File: src/rtl/clcd_pkg.sv
`default_nettype none
// ----------------------------------------------------------------------------
// clcd_pkg
// shared types, constants and the built-in font table of the lcd controller
// ----------------------------------------------------------------------------
package clcd_pkg;

   localparam int DDRAM_DEPTH = 80;
   localparam int ADDR_W      = 7;

   // request kinds
   localparam logic [1:0] KIND_CMD   = 2'd0;
   localparam logic [1:0] KIND_DATA  = 2'd1;
   localparam logic [1:0] KIND_READ  = 2'd2;
   localparam logic [1:0] KIND_BLINK = 2'd3;

   typedef struct packed {
      logic              valid;
      logic [1:0]        kind;
      logic [7:0]        data_byte;
      logic [ADDR_W-1:0] read_address;
   } item_type;

   // font for codes 0x20..0xff, five column bytes per code
   localparam logic [7:0] FONT_ROM [0:1119] = '{
8'h00,8'h00,8'h00,8'h00,8'h00, 8'h00,8'h00,8'h5F,8'h00,8'h00, 8'h00,8'h07,8'h00,8'h07,8'h00, 8'h14,8'h7F,8'h14,8'h7F,8'h14,
8'h24,8'h2A,8'h7F,8'h2A,8'h12, 8'h23,8'h13,8'h08,8'h64,8'h62, 8'h36,8'h49,8'h55,8'h22,8'h50, 8'h00,8'h05,8'h03,8'h00,8'h00,
8'h00,8'h1C,8'h22,8'h41,8'h00, 8'h00,8'h41,8'h22,8'h1C,8'h00, 8'h08,8'h2A,8'h1C,8'h2A,8'h08, 8'h08,8'h08,8'h3E,8'h08,8'h08,
8'h00,8'h50,8'h30,8'h00,8'h00, 8'h08,8'h08,8'h08,8'h08,8'h08, 8'h00,8'h30,8'h30,8'h00,8'h00, 8'h20,8'h10,8'h08,8'h04,8'h02,
8'h3E,8'h51,8'h49,8'h45,8'h3E, 8'h00,8'h42,8'h7F,8'h40,8'h00, 8'h42,8'h61,8'h51,8'h49,8'h46, 8'h21,8'h41,8'h45,8'h4B,8'h31,
8'h18,8'h14,8'h12,8'h7F,8'h10, 8'h27,8'h45,8'h45,8'h45,8'h39, 8'h3C,8'h4A,8'h49,8'h49,8'h30, 8'h01,8'h71,8'h09,8'h05,8'h03,
8'h36,8'h49,8'h49,8'h49,8'h36, 8'h06,8'h49,8'h49,8'h29,8'h1E, 8'h00,8'h36,8'h36,8'h00,8'h00, 8'h00,8'h56,8'h36,8'h00,8'h00,
8'h00,8'h08,8'h14,8'h22,8'h41, 8'h14,8'h14,8'h14,8'h14,8'h14, 8'h41,8'h22,8'h14,8'h08,8'h00, 8'h02,8'h01,8'h51,8'h09,8'h06,
8'h32,8'h49,8'h79,8'h41,8'h3E, 8'h7E,8'h11,8'h11,8'h11,8'h7E, 8'h7F,8'h49,8'h49,8'h49,8'h36, 8'h3E,8'h41,8'h41,8'h41,8'h22,
8'h7F,8'h41,8'h41,8'h22,8'h1C, 8'h7F,8'h49,8'h49,8'h49,8'h41, 8'h7F,8'h09,8'h09,8'h01,8'h01, 8'h3E,8'h41,8'h41,8'h51,8'h32,
8'h7F,8'h08,8'h08,8'h08,8'h7F, 8'h00,8'h41,8'h7F,8'h41,8'h00, 8'h20,8'h40,8'h41,8'h3F,8'h01, 8'h7F,8'h08,8'h14,8'h22,8'h41,
8'h7F,8'h40,8'h40,8'h40,8'h40, 8'h7F,8'h02,8'h04,8'h02,8'h7F, 8'h7F,8'h04,8'h08,8'h10,8'h7F, 8'h3E,8'h41,8'h41,8'h41,8'h3E,
8'h7F,8'h09,8'h09,8'h09,8'h06, 8'h3E,8'h41,8'h51,8'h21,8'h5E, 8'h7F,8'h09,8'h19,8'h29,8'h46, 8'h46,8'h49,8'h49,8'h49,8'h31,
8'h01,8'h01,8'h7F,8'h01,8'h01, 8'h3F,8'h40,8'h40,8'h40,8'h3F, 8'h1F,8'h20,8'h40,8'h20,8'h1F, 8'h7F,8'h20,8'h18,8'h20,8'h7F,
8'h63,8'h14,8'h08,8'h14,8'h63, 8'h03,8'h04,8'h78,8'h04,8'h03, 8'h61,8'h51,8'h49,8'h45,8'h43, 8'h00,8'h00,8'h7F,8'h41,8'h41,
8'h15,8'h16,8'h7C,8'h16,8'h15, 8'h41,8'h41,8'h7F,8'h00,8'h00, 8'h04,8'h02,8'h01,8'h02,8'h04, 8'h40,8'h40,8'h40,8'h40,8'h40,
8'h00,8'h01,8'h02,8'h04,8'h00, 8'h20,8'h54,8'h54,8'h54,8'h78, 8'h7F,8'h48,8'h44,8'h44,8'h38, 8'h38,8'h44,8'h44,8'h44,8'h20,
8'h38,8'h44,8'h44,8'h48,8'h7F, 8'h38,8'h54,8'h54,8'h54,8'h18, 8'h08,8'h7E,8'h09,8'h01,8'h02, 8'h08,8'h14,8'h54,8'h54,8'h3C,
8'h7F,8'h08,8'h04,8'h04,8'h78, 8'h00,8'h44,8'h7D,8'h40,8'h00, 8'h20,8'h40,8'h44,8'h3D,8'h00, 8'h00,8'h7F,8'h10,8'h28,8'h44,
8'h00,8'h41,8'h7F,8'h40,8'h00, 8'h7C,8'h04,8'h18,8'h04,8'h78, 8'h7C,8'h08,8'h04,8'h04,8'h78, 8'h38,8'h44,8'h44,8'h44,8'h38,
8'h7C,8'h14,8'h14,8'h14,8'h08, 8'h08,8'h14,8'h14,8'h18,8'h7C, 8'h7C,8'h08,8'h04,8'h04,8'h08, 8'h48,8'h54,8'h54,8'h54,8'h20,
8'h04,8'h3F,8'h44,8'h40,8'h20, 8'h3C,8'h40,8'h40,8'h20,8'h7C, 8'h1C,8'h20,8'h40,8'h20,8'h1C, 8'h3C,8'h40,8'h30,8'h40,8'h3C,
8'h44,8'h28,8'h10,8'h28,8'h44, 8'h0C,8'h50,8'h50,8'h50,8'h3C, 8'h44,8'h64,8'h54,8'h4C,8'h44, 8'h00,8'h08,8'h36,8'h41,8'h00,
8'h00,8'h00,8'h7F,8'h00,8'h00, 8'h00,8'h41,8'h36,8'h08,8'h00, 8'h08,8'h08,8'h2A,8'h1C,8'h08, 8'h08,8'h1C,8'h2A,8'h08,8'h08,
8'h00,8'h00,8'h00,8'h00,8'h00, 8'h00,8'h00,8'h00,8'h00,8'h00, 8'h00,8'h00,8'h00,8'h00,8'h00, 8'h00,8'h00,8'h00,8'h00,8'h00,
8'h00,8'h00,8'h00,8'h00,8'h00, 8'h00,8'h00,8'h00,8'h00,8'h00, 8'h00,8'h00,8'h00,8'h00,8'h00, 8'h00,8'h00,8'h00,8'h00,8'h00,
8'h00,8'h00,8'h00,8'h00,8'h00, 8'h00,8'h00,8'h00,8'h00,8'h00, 8'h00,8'h00,8'h00,8'h00,8'h00, 8'h00,8'h00,8'h00,8'h00,8'h00,
8'h00,8'h00,8'h00,8'h00,8'h00, 8'h00,8'h00,8'h00,8'h00,8'h00, 8'h00,8'h00,8'h00,8'h00,8'h00, 8'h00,8'h00,8'h00,8'h00,8'h00,
8'h00,8'h00,8'h00,8'h00,8'h00, 8'h00,8'h00,8'h00,8'h00,8'h00, 8'h00,8'h00,8'h00,8'h00,8'h00, 8'h00,8'h00,8'h00,8'h00,8'h00,
8'h00,8'h00,8'h00,8'h00,8'h00, 8'h00,8'h00,8'h00,8'h00,8'h00, 8'h00,8'h00,8'h00,8'h00,8'h00, 8'h00,8'h00,8'h00,8'h00,8'h00,
8'h00,8'h00,8'h00,8'h00,8'h00, 8'h00,8'h00,8'h00,8'h00,8'h00, 8'h00,8'h00,8'h00,8'h00,8'h00, 8'h00,8'h00,8'h00,8'h00,8'h00,
8'h00,8'h00,8'h00,8'h00,8'h00, 8'h00,8'h00,8'h00,8'h00,8'h00, 8'h00,8'h00,8'h00,8'h00,8'h00, 8'h00,8'h00,8'h00,8'h00,8'h00,
8'h00,8'h00,8'h00,8'h00,8'h00, 8'h70,8'h50,8'h70,8'h00,8'h00, 8'h00,8'h00,8'h0F,8'h01,8'h01, 8'h40,8'h40,8'h78,8'h00,8'h00,
8'h10,8'h20,8'h40,8'h00,8'h00, 8'h00,8'h18,8'h18,8'h00,8'h00, 8'h0A,8'h0A,8'h4A,8'h2A,8'h1E, 8'h04,8'h44,8'h34,8'h14,8'h0C,
8'h20,8'h10,8'h78,8'h04,8'h00, 8'h18,8'h08,8'h4C,8'h48,8'h38, 8'h48,8'h48,8'h78,8'h48,8'h48, 8'h48,8'h28,8'h18,8'h7C,8'h08,
8'h08,8'h7C,8'h08,8'h28,8'h18, 8'h40,8'h48,8'h48,8'h78,8'h40, 8'h54,8'h54,8'h54,8'h7C,8'h00, 8'h1C,8'h00,8'h5C,8'h40,8'h3C,
8'h08,8'h08,8'h08,8'h08,8'h08, 8'h01,8'h41,8'h3D,8'h09,8'h07, 8'h10,8'h08,8'h7C,8'h02,8'h01, 8'h0E,8'h02,8'h43,8'h22,8'h1E,
8'h42,8'h42,8'h7E,8'h42,8'h42, 8'h22,8'h12,8'h0A,8'h7F,8'h02, 8'h42,8'h3F,8'h02,8'h42,8'h3E, 8'h0A,8'h0A,8'h7F,8'h0A,8'h0A,
8'h08,8'h46,8'h42,8'h22,8'h1E, 8'h04,8'h03,8'h42,8'h3E,8'h02, 8'h42,8'h42,8'h42,8'h42,8'h7E, 8'h02,8'h4F,8'h22,8'h1F,8'h02,
8'h4A,8'h4A,8'h40,8'h20,8'h1C, 8'h42,8'h22,8'h12,8'h2A,8'h46, 8'h02,8'h3F,8'h42,8'h4A,8'h46, 8'h06,8'h48,8'h40,8'h20,8'h1E,
8'h08,8'h46,8'h4A,8'h32,8'h1E, 8'h0A,8'h4A,8'h3E,8'h09,8'h08, 8'h0E,8'h00,8'h4E,8'h20,8'h1E, 8'h04,8'h45,8'h3D,8'h05,8'h04,
8'h00,8'h7F,8'h08,8'h10,8'h00, 8'h44,8'h24,8'h1F,8'h04,8'h04, 8'h40,8'h42,8'h42,8'h42,8'h40, 8'h42,8'h2A,8'h12,8'h2A,8'h06,
8'h22,8'h12,8'h7B,8'h16,8'h22, 8'h00,8'h40,8'h20,8'h1F,8'h00, 8'h78,8'h00,8'h02,8'h04,8'h78, 8'h3F,8'h44,8'h44,8'h44,8'h44,
8'h02,8'h42,8'h42,8'h22,8'h1E, 8'h04,8'h02,8'h04,8'h08,8'h30, 8'h32,8'h02,8'h7F,8'h02,8'h32, 8'h02,8'h12,8'h22,8'h52,8'h0E,
8'h00,8'h2A,8'h2A,8'h2A,8'h40, 8'h38,8'h24,8'h22,8'h20,8'h70, 8'h40,8'h28,8'h10,8'h28,8'h06, 8'h0A,8'h3E,8'h4A,8'h4A,8'h4A,
8'h04,8'h7F,8'h04,8'h14,8'h0C, 8'h40,8'h42,8'h42,8'h7E,8'h40, 8'h4A,8'h4A,8'h4A,8'h4A,8'h7E, 8'h04,8'h05,8'h45,8'h25,8'h1C,
8'h0F,8'h40,8'h20,8'h1F,8'h00, 8'h7C,8'h00,8'h7E,8'h40,8'h30, 8'h7E,8'h40,8'h20,8'h10,8'h08, 8'h7E,8'h42,8'h42,8'h42,8'h7E,
8'h0E,8'h02,8'h42,8'h22,8'h1E, 8'h42,8'h42,8'h40,8'h20,8'h18, 8'h02,8'h04,8'h01,8'h02,8'h00, 8'h07,8'h05,8'h07,8'h00,8'h00,
8'h38,8'h44,8'h48,8'h30,8'h48, 8'h20,8'h55,8'h54,8'h55,8'h78, 8'hF8,8'h54,8'h54,8'h54,8'h28, 8'h28,8'h54,8'h54,8'h44,8'h20,
8'hFC,8'h20,8'h20,8'h10,8'h3C, 8'h38,8'h44,8'h4C,8'h54,8'h24, 8'hF0,8'h48,8'h44,8'h44,8'h38, 8'h38,8'h44,8'h44,8'h44,8'hFC,
8'h20,8'h40,8'h3C,8'h04,8'h04, 8'h04,8'h04,8'h00,8'h0E,8'h00, 8'h00,8'h00,8'h04,8'hFD,8'h00, 8'h0A,8'h04,8'h0A,8'h00,8'h00,
8'h18,8'h24,8'h7E,8'h24,8'h10, 8'h14,8'h7F,8'h54,8'h40,8'h40, 8'h7C,8'h09,8'h05,8'h05,8'h78, 8'h38,8'h45,8'h44,8'h45,8'h38,
8'hFC,8'h28,8'h24,8'h24,8'h18, 8'h38,8'h44,8'h44,8'h48,8'hFC, 8'h3C,8'h4A,8'h4A,8'h4A,8'h3C, 8'h30,8'h28,8'h10,8'h28,8'h18,
8'h58,8'h64,8'h04,8'h64,8'h58, 8'h3C,8'h41,8'h40,8'h21,8'h7C, 8'h63,8'h55,8'h49,8'h41,8'h41, 8'h24,8'h1C,8'h04,8'h3C,8'h24,
8'h45,8'h29,8'h11,8'h29,8'h45, 8'h3C,8'h40,8'h40,8'h40,8'hFC, 8'h14,8'h14,8'h7C,8'h14,8'h12, 8'h44,8'h3C,8'h14,8'h14,8'h74,
8'h7C,8'h14,8'h1C,8'h14,8'h7C, 8'h10,8'h10,8'h54,8'h10,8'h10, 8'h00,8'h00,8'h00,8'h00,8'h00, 8'hFF,8'hFF,8'hFF,8'hFF,8'hFF
   };

   // five font columns of a code at or above 0x20, column 0 in the low byte
   function automatic logic [39:0] font_columns(input logic [7:0] code);
      logic [10:0] base;
      logic [39:0] v;
      base = {3'b000, code - 8'h20} * 11'd5;
      for (int j = 0; j < 5; j++) begin
         v[8*j +: 8] = FONT_ROM[base + 11'(j)];
      end
      return v;
   endfunction

endpackage
`default_nettype wire

File: src/rtl/clcd_front.sv
`default_nettype none
// ----------------------------------------------------------------------------
// clcd_front
// takes bus requests, classifies them and holds them in a two-entry queue
// ----------------------------------------------------------------------------
module clcd_front (
   input  wire                        clock,
   input  wire                        reset,
   input  wire                        start,
   output logic                       busy,
   input  wire  [1:0]                 req_opcode,
   input  wire  [7:0]                 req_data_byte,
   input  wire  [clcd_pkg::ADDR_W-1:0] req_read_address,
   input  wire                        pop,
   output clcd_pkg::item_type         head
);
   import clcd_pkg::*;

   item_type   entry_ff [0:1];
   logic       wr_ptr_ff, wr_ptr_in;
   logic       rd_ptr_ff, rd_ptr_in;
   logic [1:0] count_ff, count_in;
   logic       push;
   logic [1:0] kind;

   assign busy = (count_ff == 2'd2);
   assign push = start && !busy;

   always_comb begin
      case (req_opcode)
         KIND_CMD:  kind = KIND_CMD;
         KIND_DATA: kind = KIND_DATA;
         KIND_READ: kind = KIND_READ;
         default:   kind = KIND_BLINK;
      endcase
   end

   always_comb begin
      wr_ptr_in = push ? ~wr_ptr_ff : wr_ptr_ff;
      rd_ptr_in = pop  ? ~rd_ptr_ff : rd_ptr_ff;
      count_in  = count_ff + 2'(push) - 2'(pop);
   end

   always_ff @(posedge clock) begin
      if (reset) begin
         wr_ptr_ff <= 1'b0;
         rd_ptr_ff <= 1'b0;
         count_ff  <= 2'd0;
      end else begin
         wr_ptr_ff <= wr_ptr_in;
         rd_ptr_ff <= rd_ptr_in;
         count_ff  <= count_in;
      end
   end

   always_ff @(posedge clock) begin
      if (push) begin
         entry_ff[wr_ptr_ff] <= '{valid: 1'b1, kind: kind, data_byte: req_data_byte,
                                  read_address: req_read_address};
      end
   end

   always_comb begin
      head       = entry_ff[rd_ptr_ff];
      head.valid = (count_ff != 2'd0);
   end

endmodule
`default_nettype wire

File: config.mk
export PLATFORM = sky130hd
export DESIGN_NAME = clcd_front
export DESIGN_NICKNAME = d
export VERILOG_FILES = /design/src/rtl/clcd_pkg.sv /design/src/rtl/clcd_front.sv
export SDC_FILE = /design/constraint.sdc
export NUM_CORES = 1
export LEC_CHECK = 0
export ABC_AREA = 1
export BUFFER_PORTS_ARGS = -buffer_cell sky130_fd_sc_hd__buf_4
export CAP_MARGIN = 20
export CORE_MARGIN = 5
export CORE_UTILIZATION = 45
export CTS_BUF_LIST = sky130_fd_sc_hd__clkbuf_16
export DETAILED_ROUTE_END_ITERATION = 12
export PLACE_DENSITY = 0.81
export SLEW_MARGIN = 20
export SYNTH_ARGS = -nofsm -noshare
export SYNTH_HDL_FRONTEND = slang
export SYNTH_SLANG_ARGS = --single-unit
export TNS_END_PERCENT = 1
File: constraint.sdc
create_clock -name clock -period 1.5 [get_ports clock]
set_input_delay 0.225 -clock clock [delete_from_list [all_inputs] [get_ports clock]]
set_output_delay 0.225 -clock clock [all_outputs]
set_load 0.005 [all_outputs]
==> results of run 1 <==
[metal layers]
layer  track usage (%)  part of all wire [%]  up-vias
li1                  -                     -      410
met1              11.4                    33      441
met2              23.9                    57       32
met3              5.58                   7.6        8
met4              7.94                   2.6        0
met5                 0                     0        -
[cell families (layout without fill, tap and decap cells)]
kind of cell / Yosys count / after routing / share of synthesized area [%]
AO/OA/AOI/OAI: 2 / 2 / 0.656
XOR/XNOR: 1 / 1 / 0.574
adder cells (fa/ha/maj): 2 / 2 / 1.64
buffers and inverters: 13 / 64 / 4.76
flip-flops: 39 / 39 / 73.5
multiplexers: 17 / 17 / 15.0
AND/OR/NAND/NOR: 15 / 15 / 3.86
[power groups by stage]
stage                     combinational (µW)  clock, µW  sequential (µW)
after floorplan                          239          0             1340
after global placement                   429          0             1340
after detailed placement                 454          0             1350
after CTS                                473        975             1330
after global routing                     552       1020             1340
final                                    509        948             1330
[repair_timing]
| action | 4_1_cts | 5_1_grt |
|---|---|---|
| resized for setup | 10 | 10 |
| setup endpoints to repair | 16 | 14 |
| cloned | 0 | 0 |
| endpoints found under the hold margin | 0 | 0 |
| buffers inserted | 0 | 2 |
| pin swaps | 1 | 2 |
[how the worst min path moves through the flow]
stage / slack, ns / cells after the start / end
after floorplan: 0.30 / 1 / count_ff[0]$_SDFF_PP0_
after global placement: 0.41 / 2 / count_ff[0]$_SDFF_PP0_
after detailed placement: 0.41 / 1 / entry_ff[0][0]$_DFFE_PP_
after CTS: 0.12 / 2 / count_ff[0]$_SDFF_PP0_
after global routing: 0.12 / 1 / entry_ff[1][5]$_DFFE_PP_
final: 0.13 / 2 / count_ff[0]$_SDFF_PP0_
[critical path, stage by stage (launching register included)]
cell and delay [ns]:
dfxtp_4 0.37, buf_8 0.13, mux2_2 0.33, buf_4 0.13
[sequential cells by signal (all words and copies together), names as in the netlist, named ones only]
register and flops:
count_ff 2, entry_ff 34, rd_ptr_ff 1, wr_ptr_ff 1
[cell type report]
type	instances	area, µm²	area share (%)
repair buffers	47	368	17.5
clock buffers	5	125	5.94
well taps	46	57.6	2.73
inverters	9	33.8	1.60
flip-flops and latches	39	1130	53.5
clock inverters	3	11.3	0.535
multi-input cells	37	384	18.2
[cell usage after synthesis]
cell type	instances	area [µm²]
a21oi_1	2	10.0
buf_12	1	20.0
buf_6	1	11.3
clkbuf_1	2	7.51
dfxtp_1	5	100
edfxtp_1	34	1020
ha_1	2	25.0
inv_1	9	33.8
mux2_2	7	78.8
mux2_4	10	150
nand2_1	7	26.3
nand3_1	2	10.0
nor2_1	6	22.5
xnor2_1	1	8.76
[per-stage QoR]
step | cells | util [%] | instance area, µm²
after floorplan | 89 | - | 1530
after global placement | 176 | 56.9 | 1880
after detailed placement | 176 | 56.9 | 1880
after CTS | 184 | 61.9 | 2050
after global routing | 186 | 63.6 | 2110
final | 186 | 63.6 | 2110
==> results.yml, run 1 <==
critical_path:
  r2r-end: "count_ff[1]$_SDFF_PP0_"
  start_kind: "flop"
  crit_end: "head[5]"
  critPathRequiredTime_ns: 1.27
  worstPathArrival_ns: 1.24
  rrSetupSlack_ns: 0.04
  worstPathMaxFanout: 7
  endpoint_kind: "output port"
  critPathKind: "reg -> out"
  timing.rr.start: "count_ff[0]$_SDFF_PP0_"
  rr_worst_depth: 10
timing:
  slew_headroom_pct: 87.6
  hold_ws_ns: 0.125
  rsz0062_at_grt: "true"
  setup_viol: 0
  hold_viol: 0
  fin_skew_ns: 0.00317
  worst_slew_pin_slew_ns: 0.185
  setup_ws_ns: 0.0328
  maxClockFrequency_mhz: 682
  setup_tns_ns: 0
  drv_slew: 0
  period_share_pct: 97.8
  min_period_ns: 1.47
power_and_ir_drop:
  ir_worst_vdd_uv: 752
  power_frac_clock_pct: 34.0
  pwr-share-comb_pct: 18.2
  p_seq_share_pct: 47.8
  swShare_pct: 21.7
  power.switching_uw: 607
  power_uw: 2790
  p_leak_uw: 0.000889
  cellInternalPower_uw: 2180
  power_density_mw_per_mm2: 1330
die:
  rows: 21
  die_y_um: 68.2
  coreArea_mm2: 0.00331
  dieArea_mm2: 0.00465
  die_x_um: 68.2
  ioPinCount: 40
  start_util_pct: 46.1
worst_hold_path:
  holdCritStartpoint: "reset"
  hold_path.class: "in -> reg"
global_route:
  overflow: 0
  grt_max_degree: 12
  grt_usage_pct: 13.0
  antenna_found_initial: 0
  grt_pass1_wl_mm: 4.08
  grt_pass1_vias: 915
synthesis:
  syn-instance-count: 89
  synth.yosys.seq_area_share_pct: 73.5
  syn_nets: 112
  ys_ff_latch: 39
  syn_area_mm2: 0.00153
  yosysWarnings: 0
  ys_types: 14
  synth.avg_cell_area_um2: 17.1
drt:
  drtIter0Drc: 25
  drc: 0
  wirelength_mm: 2.89
  drtPass1Iterations: 4
  ant_nets: 0
  vias: 891
  viasPerCell: 4.79
  wl_per_cell_um: 15.5
placement:
  gp_congestion: 0.580
  hpwl_mm: 2.06
  io_buffers: 39
  pre_cts_ws_ns: -0.0860
outcome:
  status: "finished, final reports clean"
layout:
  fillers: 275
  final_common_cell: "buf_4"
  drive_above_1_share_pct: 57.9
  final_cell_mix: "buf_4 (45), edfxtp_1 (34), mux2_4 (13), inv_1 (11)"
  areaGrowthSynthToFinish_pct: 38.1
  fin_nets: 162
  insertedDiodeCount: 0
clock_network:
  clk_pin_slew_worst_paths_ns: 0.05
  numClockSinks: 39
  clock_latency_ns: 0.27
  cts_buffer_depth: 2
  cts-root-buf: "clkbuf_16"
  hold_buffers: 0
  cts_tree: "done"
  htreeDepth: 2
  numCtsBuffers: 5
run:
  drv_cap: 0
Note: power is estimated with default switching activity, not from simulation.
==> inputs of run 2 (changes only) <==
Settings changed: PLACE_DENSITY 0.81 to not set, PLACE_DENSITY_LB_ADDON set to 0.05.
==> results.yml, run 2 (synthesized netlist as in run 1, its figures left out) <==
global_route:
  grt_pass1_vias: 928
  grt_max_degree: 18
  overflow: 0
  grt_pass1_wl_mm: 3.95
  antenna_found_initial: 0
  grt_usage_pct: 12.5
critical_path:
  critPathKind: "reg -> out"
  cp_cell_sequence: "buf_8, mux2_2, buf_4"
  critPathSlowestCell: "dfxtp_4"
  crit_buf_inv: 2
  endpoint_kind: "output port"
  start_kind: "flop"
  rr_worst_depth: 10
  crit_cells: 3
  critPathRequiredTime_ns: 1.27
  cp_slowest_stage_delay_ns: 0.37
  worstPathArrival_ns: 1.24
  worstPathMaxFanout: 8
  path_delay_family: "flip-flops"
power_and_ir_drop:
  p_leak_uw: 0.000874
  power_uw: 2780
  ir_worst_vdd_uv: 906
  power_density_mw_per_mm2: 1320
layout:
  fillers: 264
  finish.utilization_pct: 63.7
  reg_top3: "entry_ff: 34 flops, count_ff: 2 flops"
  fin_nets: 160
  final_cell_mix: "buf_4 (41), edfxtp_1 (34), mux2_4 (12), inv_1 (9)"
  largest_reg_flops: 34
  fin_cells: 184
  final_common_cell: "buf_4"
  regMostFlops: "entry_ff"
  areaGrowthSynthToFinish_pct: 38.3
  insertedDiodeCount: 0
  drive_above_1_share_pct: 58.0
placement:
  pre_cts_ws_ns: -0.0448
  io_buffers: 39
  hpwl_mm: 1.72
  gp_congestion: 0.843
  dp.cells: 174
drt:
  viasPerCell: 4.66
  drc: 0
  wl_per_cell_um: 13.7
  wl_met2_mm: 1.33
  drtIter0Drc: 43
  ant_nets: 0
  met3_length_um: 178
  drtPass1Iterations: 4
  top_layer: "met4"
  wl_met1_um: 918
  wirelength_mm: 2.52
  vias: 857
die:
  ioPinCount: 40
  die_x_um: 68.2
  rows: 21
  start_util_pct: 46.1
  die_y_um: 68.2
  coreArea_mm2: 0.00331
  dieArea_mm2: 0.00465
timing:
  drv_slew: 0
  period_share_pct: 97.9
  min_period_ns: 1.47
  setup_viol: 0
  worst_slew_pin_slew_ns: 0.177
  rsz0062_at_grt: "true"
  slew_headroom_pct: 88.1
  setup_ws_ns: 0.0314
  fin_skew_ns: 0.00233
  maxClockFrequency_mhz: 681
  setup_tns_ns: 0
  hold_viol: 0
clock_network:
  cts_buffer_depth: 2
  hold_buffers: 0
  numClockSinks: 39
  numCtsBuffers: 5
  clk_pin_slew_worst_paths_ns: 0.05
  clock_latency_ns: 0.27
  cts_tree: "done"
  htreeDepth: 2
  cts-root-buf: "clkbuf_16"
outcome:
  status: "finished, final reports clean"
run:
  drv_cap: 0
worst_hold_path:
  hold_path.class: "in -> reg"
  whs_path_depth: 2
-- run 2: path summary, 6_finish.rpt --
path	startpoint	end	slack (ns)
max	flop	head[1]	0.03
min reg2reg	rd_ptr_ff$_SDFFE_PP0P_	rd_ptr_ff$_SDFFE_PP0P_	0.51
max reg2reg	count_ff[0]$_SDFF_PP0_	count_ff[1]$_SDFF_PP0_	0.09
min	reset	count_ff[0]$_SDFF_PP0_	0.12
-- run 2: per-stage QoR --
stage               instance area [µm²]  hold WS [ns]
floorplan                          1530         0.296
global placement                   1890         0.410
detailed placement                 1890         0.414
CTS                                2060         0.125
global route                       2110         0.118
finish                             2110         0.121
-- run 2: metal layers --
metal,vias to the layer above,GRT usage (%)
met5,-,0
met4,0,7.44
met3,11,5.75
met2,32,22.6
met1,403,11.1
li1,411,-
-- run 2: cell type report --
cell class	instances	area, µm²	area share (%)
sequential	39	1130	53.4
multi-input combinational	37	380	18.0
timing repair buffer	45	374	17.7
clock buffer	5	125	5.93
tap	46	57.6	2.73
inverter	9	33.8	1.60
clock inverter	3	12.5	0.593
-- run 2: where the power goes --
part	internal (µW)	total [µW]	switching, µW
registers	1300	1330	32.4
logic	294	503	208
clock network	599	951	352
total	2190	2780	593
-- run 2: repair_timing --
item | 4_1_cts | 5_1_grt
pin swaps | 0 | 2
gates cloned | 1 | 0
resized for setup | 8 | 11
buffers inserted | 0 | 1
endpoints found under the setup margin | 16 | 11
